`src/rtl/core/double_ended_queue_top_defines.svh`:
```
`ifndef DOUBLE_ENDED_QUEUE_TOP_DEFINES_SVH
`define DOUBLE_ENDED_QUEUE_TOP_DEFINES_SVH

// same-cycle implication, checked out of reset
`define DEQ_ASSERT_IMP(lbl, ante, cons, msg) \
	lbl: assert property (@(posedge clk) disable iff (!arst_n) (ante) |-> (cons)) \
		else $error(msg);

// next-cycle implication, checked out of reset
`define DEQ_ASSERT_NXT(lbl, ante, cons, msg) \
	lbl: assert property (@(posedge clk) disable iff (!arst_n) (ante) |=> (cons)) \
		else $error(msg);

`endif

```
`src/rtl/core/deq_pkg.sv`:
```
package deq_pkg;

	localparam int DEPTH        = 16;
	localparam int HANDLE_WIDTH = 16;

	localparam int FIELD_W = 16;
	localparam int CMD_W   = 3;
	localparam int STORE_W = (HANDLE_WIDTH < FIELD_W) ? HANDLE_WIDTH : FIELD_W;
	localparam int IDX_W   = (DEPTH > 1) ? $clog2(DEPTH) : 1;
	localparam int CNT_W   = $clog2(DEPTH + 1);
	localparam int SUM_W   = CNT_W + 1;

	typedef enum logic [CMD_W-1:0] {
		CMD_PUSH_FRONT = 3'd0,
		CMD_PUSH_BACK  = 3'd1,
		CMD_POP_FRONT  = 3'd2,
		CMD_POP_BACK   = 3'd3,
		CMD_PEEK_FRONT = 3'd4,
		CMD_PEEK_BACK  = 3'd5,
		CMD_CLEAR      = 3'd6
	} cmd_t;

	typedef struct packed {
		logic load;
		logic exec;
	} ctl_t;

	// ring position base + off, with base < DEPTH and off <= DEPTH
	function automatic logic [IDX_W-1:0] ring_add(input logic [IDX_W-1:0] base,
			input logic [CNT_W-1:0] off);
		logic [SUM_W-1:0] s;
		s = SUM_W'(base) + SUM_W'(off);
		if (s >= SUM_W'(DEPTH)) begin
			s = s - SUM_W'(DEPTH);
		end
		return s[IDX_W-1:0];
	endfunction

endpackage

```
`src/rtl/core/double_ended_queue_top.sv`:
```
// double-ended queue of item handles held in a ring of DEPTH entries
//
// command channel: drive cmd and item_handle with start high; the command
// transfers at the rising edge where start is high and busy is low
// cmd codes: push front, push back, pop front, pop back, peek front,
// peek back, clear; code seven does nothing but report the flags
//
// result channel: done is high for exactly one cycle per command, in the
// response state after execute, with out_handle, out_valid, is_empty,
// is_full and overflow; the receiver has no way to stall the result
//
// execution: busy is high for the execute cycle, in which the ring indexes
// update and the handle ram is read or written once; a new command may
// transfer in the cycle that shows a result, but never while busy is high
//
// reset: the queue comes up empty with the front index at zero; handle ram
// contents are not cleared, and only pushed entries can ever be read
module double_ended_queue_top (
	input  logic                         clk,
	input  logic                         arst_n,
	input  logic                         start,
	output logic                         busy,
	input  logic [deq_pkg::CMD_W-1:0]    cmd,
	input  logic [deq_pkg::FIELD_W-1:0]  item_handle,
	output logic                         done,
	output logic [deq_pkg::FIELD_W-1:0]  out_handle,
	output logic                         out_valid,
	output logic                         is_empty,
	output logic                         is_full,
	output logic                         overflow
);
	import deq_pkg::*;

	ctl_t ctl;

	deq_ctrl u_ctrl (
		.clk    (clk),
		.arst_n (arst_n),
		.start  (start),
		.busy   (busy),
		.done   (done),
		.ctl    (ctl)
	);

	deq_dpath u_dpath (
		.clk         (clk),
		.arst_n      (arst_n),
		.ctl         (ctl),
		.cmd         (cmd),
		.item_handle (item_handle),
		.out_handle  (out_handle),
		.out_valid   (out_valid),
		.is_empty    (is_empty),
		.is_full     (is_full),
		.overflow    (overflow)
	);

endmodule

```
`src/rtl/core/deq_ctrl.sv`:
```
`include "double_ended_queue_top_defines.svh"

module deq_ctrl (
	input  logic          clk,
	input  logic          arst_n,
	input  logic          start,
	output logic          busy,
	output logic          done,
	output deq_pkg::ctl_t ctl
);
	import deq_pkg::*;

	typedef enum logic [1:0] {
		ST_IDLE,
		ST_EXEC,
		ST_RESP
	} state_t;

	state_t state_q;
	logic   busy_q;
	logic   done_q;

	always_ff @(posedge clk or negedge arst_n) begin
		if (!arst_n) begin
			state_q <= ST_IDLE;
			busy_q  <= 1'b0;
			done_q  <= 1'b0;
		end else begin
			unique case (state_q)
				ST_IDLE, ST_RESP: begin
					done_q <= 1'b0;
					if (start) begin
						state_q <= ST_EXEC;
						busy_q  <= 1'b1;
					end else begin
						state_q <= ST_IDLE;
					end
				end
				ST_EXEC: begin
					state_q <= ST_RESP;
					busy_q  <= 1'b0;
					done_q  <= 1'b1;
				end
				default: begin
					state_q <= ST_IDLE;
					busy_q  <= 1'b0;
					done_q  <= 1'b0;
				end
			endcase
		end
	end

	assign busy     = busy_q;
	assign done     = done_q;
	assign ctl.load = start & ~busy_q;
	assign ctl.exec = busy_q;

	`DEQ_ASSERT_NXT(a_accept_busy, start && !busy, busy, "accepted command did not raise busy")
	`DEQ_ASSERT_NXT(a_exec_done, busy, done && !busy, "no result strobe after execute")
	`DEQ_ASSERT_IMP(a_done_free, done, !busy, "result strobe while busy")

endmodule

```
`src/rtl/core/deq_dpath.sv`:
```
`include "double_ended_queue_top_defines.svh"

module deq_dpath (
	input  logic                         clk,
	input  logic                         arst_n,
	input  deq_pkg::ctl_t                ctl,
	input  logic [deq_pkg::CMD_W-1:0]    cmd,
	input  logic [deq_pkg::FIELD_W-1:0]  item_handle,
	output logic [deq_pkg::FIELD_W-1:0]  out_handle,
	output logic                         out_valid,
	output logic                         is_empty,
	output logic                         is_full,
	output logic                         overflow
);
	import deq_pkg::*;

	logic [STORE_W-1:0] mem [DEPTH];

	cmd_t               cmd_q;
	logic [STORE_W-1:0] handle_q;
	logic [IDX_W-1:0]   front_q;
	logic [CNT_W-1:0]   count_q;
	logic [STORE_W-1:0] rd_q;
	logic               valid_q;
	logic               ovf_q;
	logic               empty_q;
	logic               full_q;

	logic               cur_full;
	logic               cur_empty;
	logic [IDX_W-1:0]   front_dec;
	logic [IDX_W-1:0]   front_nxt;
	logic [CNT_W-1:0]   count_nxt;
	logic [IDX_W-1:0]   wr_addr;
	logic [IDX_W-1:0]   rd_addr;
	logic               wr_en;
	logic               rd_en;
	logic               ovf_nxt;

	assign cur_full  = (count_q == CNT_W'(DEPTH));
	assign cur_empty = (count_q == '0);
	assign front_dec = (front_q == '0) ? IDX_W'(DEPTH - 1) : front_q - 1'b1;

	always_comb begin
		front_nxt = front_q;
		count_nxt = count_q;
		wr_addr   = front_dec;
		rd_addr   = front_q;
		wr_en     = 1'b0;
		rd_en     = 1'b0;
		ovf_nxt   = 1'b0;
		case (cmd_q) inside
			CMD_PUSH_FRONT: begin
				if (cur_full) begin
					ovf_nxt = 1'b1;
				end else begin
					wr_en     = 1'b1;
					wr_addr   = front_dec;
					front_nxt = front_dec;
					count_nxt = count_q + 1'b1;
				end
			end
			CMD_PUSH_BACK: begin
				if (cur_full) begin
					ovf_nxt = 1'b1;
				end else begin
					wr_en     = 1'b1;
					wr_addr   = ring_add(front_q, count_q);
					count_nxt = count_q + 1'b1;
				end
			end
			CMD_POP_FRONT, CMD_PEEK_FRONT: begin
				rd_addr = front_q;
				rd_en   = ~cur_empty;
				if (cmd_q == CMD_POP_FRONT && !cur_empty) begin
					front_nxt = ring_add(front_q, CNT_W'(1));
					count_nxt = count_q - 1'b1;
				end
			end
			CMD_POP_BACK, CMD_PEEK_BACK: begin
				rd_addr = ring_add(front_q, count_q - 1'b1);
				rd_en   = ~cur_empty;
				if (cmd_q == CMD_POP_BACK && !cur_empty) begin
					count_nxt = count_q - 1'b1;
				end
			end
			CMD_CLEAR: begin
				front_nxt = '0;
				count_nxt = '0;
			end
			default: begin
			end
		endcase
	end

	always_ff @(posedge clk) begin
		if (ctl.load) begin
			cmd_q    <= cmd_t'(cmd);
			handle_q <= item_handle[STORE_W-1:0];
		end
	end

	always_ff @(posedge clk) begin
		if (ctl.exec && wr_en) begin
			mem[wr_addr] <= handle_q;
		end
		if (ctl.exec && rd_en) begin
			rd_q <= mem[rd_addr];
		end
	end

	always_ff @(posedge clk or negedge arst_n) begin
		if (!arst_n) begin
			front_q <= '0;
			count_q <= '0;
			valid_q <= 1'b0;
			ovf_q   <= 1'b0;
			empty_q <= 1'b1;
			full_q  <= 1'b0;
		end else if (ctl.exec) begin
			front_q <= front_nxt;
			count_q <= count_nxt;
			valid_q <= rd_en;
			ovf_q   <= ovf_nxt;
			empty_q <= (count_nxt == '0);
			full_q  <= (count_nxt == CNT_W'(DEPTH));
		end
	end

	assign out_handle = valid_q ? FIELD_W'(rd_q) : '0;
	assign out_valid  = valid_q;
	assign is_empty   = empty_q;
	assign is_full    = full_q;
	assign overflow   = ovf_q;

	`DEQ_ASSERT_IMP(a_count_range, 1'b1, count_q <= CNT_W'(DEPTH), "entry count beyond depth")
	`DEQ_ASSERT_IMP(a_front_range, 1'b1, front_q < IDX_W'(DEPTH) || DEPTH == (1 << IDX_W), "front index beyond ring")
	`DEQ_ASSERT_NXT(a_refused_hold, ctl.exec && ovf_nxt, $stable(count_q) && $stable(front_q), "refused push changed the ring")
	`DEQ_ASSERT_IMP(a_no_rw, ctl.exec, !(wr_en && rd_en), "read and write in one command")

endmodule
```
`config.mk`:
```
export PLATFORM = sky130hd
export DESIGN_NAME = double_ended_queue_top
export DESIGN_NICKNAME = d
export VERILOG_FILES = /design/src/rtl/core/deq_pkg.sv /design/src/rtl/core/double_ended_queue_top.sv /design/src/rtl/core/deq_ctrl.sv /design/src/rtl/core/deq_dpath.sv
export VERILOG_INCLUDE_DIRS = /design/src /design/src/rtl/core
export SDC_FILE = /design/constraint.sdc
export NUM_CORES = 1
export LEC_CHECK = 0
export BUFFER_PORTS_ARGS = -buffer_cell sky130_fd_sc_hd__buf_2
export CAP_MARGIN = 0
export CELL_PAD_IN_SITES_DETAIL_PLACEMENT = 2
export CELL_PAD_IN_SITES_GLOBAL_PLACEMENT = 2
export CORE_MARGIN = 4
export CORE_UTILIZATION = 40
export CTS_BUF_LIST = sky130_fd_sc_hd__clkbuf_4 sky130_fd_sc_hd__clkbuf_8
export CTS_CLUSTER_DIAMETER = 80
export DETAILED_ROUTE_END_ITERATION = 10
export PLACE_DENSITY_LB_ADDON = 0.1
export SKIP_CTS_REPAIR_TIMING = 1
export SLEW_MARGIN = 20
export SYNTH_ARGS = -nofsm -noshare
export SYNTH_HDL_FRONTEND = slang
export SYNTH_SLANG_ARGS = --single-unit
```
`constraint.sdc`:
```
create_clock -name clk -period 4.2 [get_ports clk]
set_clock_uncertainty 0.2 [all_clocks]
set_input_delay 0.42 -clock clk [delete_from_list [all_inputs] [get_ports clk]]
set_output_delay 0.42 -clock clk [all_outputs]
set_load 0.005 [all_outputs]
```
; ---- Word level (Yosys, flattened, before mapping)
; Memories as Yosys holds them, arrays and structs flattened. A register that Yosys moved wholly into a read port is not among the register bits.
; Index checks and enable logic that the tools add are counted.
[op_classes]
n_lt_le_gt_ge = 3
n_bitwise = 3
n_reduce_logical = 15
n_eq_ne = 15
n_mux = 44
n_addsub = 9
[ops]
columns = cell, count
row1 = $mux W4, 18
row2 = $mux W5, 8
row3 = $mux W1, 16
row4 = $mux W16, 1
row5 = $sub A4 B1 Y4 const B, 4
row6 = $add A4 B5 Y6, 2
row7 = $ge A6 B5 Y1 const B, 2
row8 = $eq A5 B5 Y1 const B, 2
row9 = $logic_not A5 Y1, 2
row10 = $eq A3 B3 Y1 const B, 3
row11 = $eq A3 B2 Y1 const B, 2
row12 = $reduce_and A6 Y1, 1
row13 = $reduce_or A2 Y1, 3
row14 = $add A4 B1 Y5 const B, 1
row15 = $add A5 B1 Y5 const B, 1
row16 = $ge A5 B5 Y1 const B, 1
row17 = $sub A5 B1 Y5 const B, 1
row18 = $logic_and A1 B1 Y1, 4
row19 = $logic_not A4 Y1, 1
row20 = $ne A2 B2 Y1 const B, 2
row21 = $pmux W2 S2, 1
row22 = $eq A3 B1 Y1 const B, 1
row23 = $logic_not A3 Y1, 1
row24 = $ne A3 B1 Y1 const B, 1
row25 = other kinds (9), 10
[totals]
output_inout_bits = 22
memories = 1
register_bits = 36
input_bits = 22
ramBits = 256
elab_cells = 101
[mem_list]
columns = memory, words, width, rd, rd_clocked_by_memory_dff, wr, line
row1 = u_dpath.mem, 16, 16, 1, 1, 1, deq_dpath.sv:17  ; logic [STORE_W-1:0] mem [DEPTH];

; ---- Longest topological paths before layout
; Gate-level depths: netlist of the first run.
[logic_depth]
depth_word = 9
ltp_mapped = 12
ltp_nobuf = 10

; ---- By module
; From an unflattened synthesis of the first run, not the netlist that was laid out.
[hier_totals]
hier_cells = 907
hier_area_um2 = 12923.6
[modules_own_cells]
columns = mod, seq_area_each_um2, instances, area_per_inst_um2, cells_per_inst
row1 = deq_dpath, 9064.9, 1, 12812.3, 899
row2 = deq_ctrl, 75.1, 1, 111.4, 8

; ---- Least setup slack after synthesis of the first run
; OpenSTA, ideal clock, no wires.
[synth_timing]
kind = reg-to-reg
startpoint = reg u_dpath.count_q[0]
endpoint = reg u_dpath.rd_q[11], read port of u_dpath.mem (data pin)
stages_incl_launch_ff = 13
path_slack_ps = 637
path_buffers = 2
period_less_slack_ps = 3563
setup_time_ps = 272
t_arrival_ps = 3091
t_required_ps = 3728
path_cell_list = dfrtp_1 clkbuf_2 inv_1 ha_1 xor2_1 ha_1 a21oi_1 a211o_1 a21oi_4 mux2i_2 buf_6 a311oi_1 or4_1
[synth_between]
elab_chain_len = 8
elab_cells_between_ends = 16
cone_classes = 3 x add/sub / 1 x order compare / 9 x mux / 1 x bitwise / 2 x reduce/logical
[synth_rtl]
columns = element, line
row1 = start: declaration, deq_dpath.sv:22  ; logic [CNT_W-1:0] count_q;
row2 = start signal: assignment, deq_dpath.sv:122  ; count_q <= count_nxt;
row3 = $sub A5 B1 Y5, deq_dpath.sv:81  ; rd_addr = ring_add(front_q, count_q - 1'b1);
row4 = $add A4 B5 Y6, deq_pkg.sv:32  ; s = SUM_W'(base) + SUM_W'(off);
row5 = $ge A6 B5 Y1 or $sub A4 B1 Y4 (tied branches), "deq_pkg.sv:33, deq_pkg.sv:34"
row6 = $mux W4, deq_pkg.sv:33  ; if (s >= SUM_W'(DEPTH)) begin
row7 = $mux W4 (4 in series), deq_dpath.sv:52  ; case (cmd_q) inside
row8 = end: declaration, deq_dpath.sv:23  ; logic [STORE_W-1:0] rd_q;
; Parallel ways exist; a longest one is shown, timed or not.
; A chain may end at the register's enable or synchronous reset.

; ---- Worst setup path in the final report of the first run
[layout_timing]
startpoint = reg u_dpath.count_q[1]
endpoint = reg u_dpath.rd_q[2], read port of u_dpath.mem (data pin)
; Same word-level chain as after synthesis.

==> results of run 1 <==
## power breakdown
group	internal (W)	switching [W]
sequential	0.00362	0.000233
combinational	0.00105	0.00184
clock	0.00140	0.00118
total	0.00606	0.00326
## cells in the mapped netlist, drive strengths merged (3+ instances only)
| master | instances |
|---|---|
| a211oi | 65 |
| a21oi | 15 |
| a311oi | 64 |
| and2 | 17 |
| and3 | 68 |
| buf | 19 |
| clkbuf | 49 |
| dfrtp | 15 |
| edfxtp | 291 |
| ha | 10 |
| inv | 12 |
| mux2i | 9 |
| nand2 | 146 |
| nand2b | 5 |
| nand3 | 10 |
| nor2 | 26 |
| nor2b | 3 |
| nor3 | 4 |
| o21ai | 13 |
| o31ai | 5 |
| or4 | 16 |
| xnor2 | 7 |
| xor2 | 4 |
## registers in the layout (all words and copies together) (netlist names)
register and flops:
u_dpath.front_q 4, u_dpath.overflow 1, u_dpath.handle_q 16, u_dpath.is_empty 1
u_dpath.is_full 1, u_dpath.count_q 5, u_dpath.rd_q 16, u_dpath.out_valid 1
u_dpath.mem 256, u_ctrl.busy 1, u_ctrl.state_q 1, u_ctrl.done 1
u_dpath.cmd_q 3
## area by class of cell
type / instances / area share, %
clock buffers: 77 / 6.20
multi-input cells: 523 / 22.9
repair buffers: 106 / 5.87
inverters: 12 / 0.301
well taps: 402 / 3.36
clock inverters: 11 / 0.318
flip-flops and latches: 307 / 61.0
## layer usage
metal / global-route usage, % / wire (um) / vias up
met2: 38.5 / 19900 / 226
met1: 30.4 / 17700 / 4502
met3: 3.38 / 1780 / 69
met5: 0 / 0 / -
li1: - / - / 3724
met4: 5.86 / 876 / 0
## logic make-up (layout without fill, tap and decap cells)
logic type	after synthesis	count (layout)	share of synthesized area, %
adders and majority gates	12	12	1.28
AOI/OAI and AO/OA	183	183	11.0
xor gates and xnor gates	11	11	0.954
and+or+nand+nor	307	307	11.8
muxes	10	10	1.04
DFF	307	307	71.1
buffers and inverters	80	206	2.84
## path summary, 6_finish.rpt
path	cells past startpoint	endpoint	slack [ns]
max in group asynchronous	2	u_dpath.is_empty	3.35
max reg2reg	12	u_dpath.rd_q[2]	0.27
min in group clk	1	u_ctrl.done	0.24
max	12	u_dpath.rd_q[2]	0.27
min reg2reg	1	u_ctrl.done	0.24
min	2	u_dpath.count_q[3]	0.12
## worst max-delay path, stage by stage (launching register included)
cell and delay (ns):
dfrtp_1 0.54, inv_1 0.14, ha_1 0.28, xor2_1 0.17, ha_1 0.36, a21oi_1 0.12, a211o_1 0.35, a21oi_4 0.32
mux2i_2 0.32, buf_12 0.21, a311oi_1 0.07, buf_4 0.16, or4_1 0.39
## stage by stage
| stage | utilization, % | hold WS, ns |
|---|---|---|
| final | 47.3 | 0.120 |
| after global routing | 47.3 | 0.133 |
| after CTS | 46.7 | -0.447 |
| after detailed placement | 43.6 | 0.184 |
| after global placement | 43.6 | 0.170 |
| after floorplan | - | -0.0756 |
==> flow_summary.ini, run 1 <==
[cells_and_area]
final_cells = 1438
multi_input_area_um2 = 3430
nNetsFinal = 1037
n_fill_cell = 3020
diodes = 0
seq_area_um2 = 9140
stdcell_area_um2 = 15000
layout_commonest_cell = edfxtp_1
syn2layout_area_growth_pct = 16.5
drive_above_1_share_pct = 19.4
mostFrequentLayoutCells = 291 x edfxtp_1, 145 x nand2_1, 68 x and3_1, 65 x a211oi_1, 64 x a311oi_1

[sta]
rsz0062_at_grt = false
relSlewSlack_pct = 29.2
hold_viol = 0
max_freq_ghz = 0.255
fin_ws_ns = 0.272
finalSetupViolations = 0
fin_crit_ns = 3.93
final.setup.tns_ns = 0
period_share_pct = 93.5
drv_slew = 0
worstMarginPinSlew_ns = 1.06

[die]
dieWidth_um = 187
fp-row-count = 65
core_area_um2 = 31600
io_pins = 44
die_h_um = 187
start_util_pct = 40.6
dieArea_um2 = 35100

[place]
port_buffers = 43
place_hpwl_um = 24000
dpl_cell_area_um2 = 13800
gp_congestion = 0.791
dp_slack_ns = 0.218
place_inst = 1329

[synthesis]
async_reset_ff_share_pct = 5.21
yosysTopAreaCell = edfxtp_1
synth_top_area_share_pct = 68.0
synth_flop_cell = edfxtp_1
synth_area_leaders = edfxtp_1 68%, a311oi_1 4.4%, nand2_1 4.3%, a211oi_1 3.8%, and3_1 3.3%
synth-seq-cells = 307
synth_edf_count = 291
netlist-cell-type-count = 63
syn_nets = 944
yosysSeqAreaShare_pct = 71.1
syn_inst = 910
syn_avg_cell_area_um2 = 14.1
syn_area_um2 = 12900
yosys_warnings = 0

[setup_path]
r2r-start = u_dpath.count_q[1]
critPathMaxFanout = 16
crit_start = u_dpath.count_q[1]
crit_type = register to register
cp-end-kind = register
arrival_ns = 4.03
start_kind = register
worstPathRequired_ns = 4.31

[clock_network]
cts_tree = done
cts_root_buf = clkbuf_8
clk-insertion-delay-late_ns = 0.58
ctsHtreeMaxLevel = 2
clk_pin_slew_ns = 0.06
cts_inserted_buffers = 53
clock_path_buffers = 3
cts_sinks = 307

[worst_hold_path]
min_path_type = input pin to async pin

[drt]
routedWlPerCell_um = 28.0
ant_nets = 0
drc = 0
vias = 8521
vias_per_cell = 5.93
firstDrtPassIters = 5
finalWirelength_um = 40200
drt-initial-drc-count = 527

[global_route]
grt_pass1_wl_um = 60300
grt_overflow_total = 0
antenna_found_initial = 4
grt_pass1_vias = 9363
grt_max_degree = 56
grt_usage_pct = 22.5

[power_and_ir_drop]
vdd_drop_max_uv = 274
powerDensity_nw_per_um2 = 623
power.total_w = 0.00932
p_leak_nw = 5.22

[run]
drv_cap = 0

[outcome]
status = finished clean
No activity file was read; power rests on OpenSTA's default activity.
==> run 2, diff against run 1 <==
Settings changed: CTS_BUF_LIST sky130_fd_sc_hd__clkbuf_4 sky130_fd_sc_hd__clkbuf_8 to sky130_fd_sc_hd__clkbuf_8.
==> run 2 against run 1 <==
Net effect: design area is 0.51% lower; worst hold slack got worse by 0.0022 ns; die area did not move; final cell count hardly changed; via count down 0.81%; fmax up 0.40%; count of clock-buffer cells in the layout decreased by 21; global-route usage fell by 0.054 points; total power shrank 2.1%; non-clock buffer count unchanged; critical endpoint is now u_dpath.rd_q[13]; largest cell class unchanged.
==> flow_summary.ini, run 2 (synthesized netlist as in run 1, its figures left out) <==
[outcome]
status = finished clean

[global_route]
grt_overflow_total = 0
grt_usage_pct = 22.5
antenna_found_initial = 4
grt_max_degree = 56
grt_pass1_wl_um = 60200
grt_pass1_vias = 9317

[die]
die_h_um = 187
dieWidth_um = 187
fp-row-count = 65
io_pins = 44
start_util_pct = 40.6
dieArea_um2 = 35100
core_area_um2 = 31600

[sta]
drv_slew = 0
final.setup.tns_ns = 0
worstMarginPinSlew_ns = 1.04
rsz0062_at_grt = false
finalSetupViolations = 0
fin_crit_ns = 3.91
relSlewSlack_pct = 30.1
max_freq_ghz = 0.256
period_share_pct = 93.1
hold_viol = 0

[setup_path]
r2r_slack_ns = 0.29
critical-path-top-delay-family = compound AO/OA/AOI/OAI gates
worst_path_max_delay_cell = or4_1
start_kind = register
critPathBufInv = 2
critPathMaxFanout = 16
worstPathRequired_ns = 4.29
r2r_cells = 11
arrival_ns = 4.01
cpPeakStageDelay_ns = 0.55
r2r_end = u_dpath.rd_q[13]
cp-end-kind = register
critPathMostFrequentCell = ha_1
r2r-start = u_dpath.count_q[1]
crit_type = register to register
cp_cell_sequence = inv_1 > ha_1 > xor2_1 > ha_1 > a21oi_1 > a211o_1 > a21oi_4 > mux2i_4 > buf_12 > a311oi_1 > or4_1

[cells_and_area]
syn2layout_area_growth_pct = 15.9
nNetsFinal = 1037
top_register = u_dpath.mem
largest_register_ffs = 256
mostFrequentLayoutCells = 291 x edfxtp_1, 145 x nand2_1, 68 x and3_1, 65 x a211oi_1, 64 x a311oi_1
stdcell_area_um2 = 14900
reg.largest.list = u_dpath.mem x256, u_dpath.handle_q x16, u_dpath.rd_q x16
layout_commonest_cell = edfxtp_1
drive_above_1_share_pct = 17.4

[drt]
topRoutingLayerUsed = met4
vias_per_cell = 5.87
vias = 8452
met2WireLength_um = 20000
ant_nets = 0
drc = 0
drt-initial-drc-count = 541
wl_met3_um = 1760
firstDrtPassIters = 4
finalWirelength_um = 40100
routedWlPerCell_um = 27.9
wl_met1_um = 17600

[power_and_ir_drop]
clkPwrFrac_pct = 26.2
powerDensity_nw_per_um2 = 613
power_frac_seq_pct = 42.2
p_int_w = 0.00588
p_sw_w = 0.00326
p_sw_share_pct = 35.6
pwr-share-comb_pct = 31.6
vdd_drop_max_uv = 271
p_leak_nw = 5.23
power.total_w = 0.00913

[clock_network]
ctsHtreeMaxLevel = 2
clk_pin_slew_ns = 0.06
clk-insertion-delay-late_ns = 0.58
cts_sinks = 307
cts_inserted_buffers = 53
cts_tree = done
clock_path_buffers = 3
cts_root_buf = clkbuf_8

[worst_hold_path]
min_path_type = input pin to async pin

[place]
port_buffers = 43
place_hpwl_um = 24000
dpl_cell_area_um2 = 13800
gp_congestion = 0.791

[run]
drv_cap = 0
-- run 2: changes by cell type in the layout (fill, tap and decap cells not counted), sizes merged --
cell | previous run | this run
clkbuf | 77 | 56
diode | 0 | 1
inv | 13 | 34
-- run 2: worst max-delay path by stage --
stage                             to  depth (start not counted)  slack, ns          startpoint
floorplan           u_dpath.rd_q[11]                         12       0.64  u_dpath.count_q[0]
global placement     u_dpath.rd_q[3]                         12       0.45  u_dpath.count_q[0]
detailed placement   u_dpath.rd_q[3]                         12       0.22  u_dpath.count_q[0]
CTS                  u_dpath.rd_q[3]                         12       0.18  u_dpath.count_q[0]
global route         u_dpath.rd_q[3]                         12       0.09  u_dpath.count_q[1]
finish              u_dpath.rd_q[13]                         11       0.29  u_dpath.count_q[1]
-- run 2: power by group through the flow --
stage	logic (W)	registers [W]	clock network [W]
finish	0.00288	0.00385	0.00240
global route	0.00314	0.00388	0.00261
CTS	0.00289	0.00385	0.00246
detailed placement	0.00287	0.00391	0
global placement	0.00273	0.00389	0
floorplan	0.00186	0.00375	0
-- run 2: through the flow --
step	std cells	utilization (%)	setup WS, ns	hold slack [ns]
floorplan	910	-	0.637	-0.0756
detailed placement	1329	43.6	0.218	0.184
finish	1439	47.1	0.288	0.118
CTS	1417	46.4	0.181	-0.448
global placement	1329	43.6	0.454	0.170
global route	1438	47.1	0.0911	0.134
-- run 2: layer usage --
metal	vias to the layer above	GRT usage, %
met2	212	38.5
met4	0	5.66
met1	4451	30.2
met5	-	0
met3	63	3.40
li1	3726	-
-- run 2: area by class of cell --
class / count / area (um^2)
timing repair buffer: 106 / 878
inverter: 12 / 45.0
fill: 3034 / 16700
tap: 402 / 503
clock buffer: 56 / 771
sequential: 307 / 9140
antenna: 1 / 2.50
clock inverter: 32 / 126
multi-input combinational: 523 / 3430
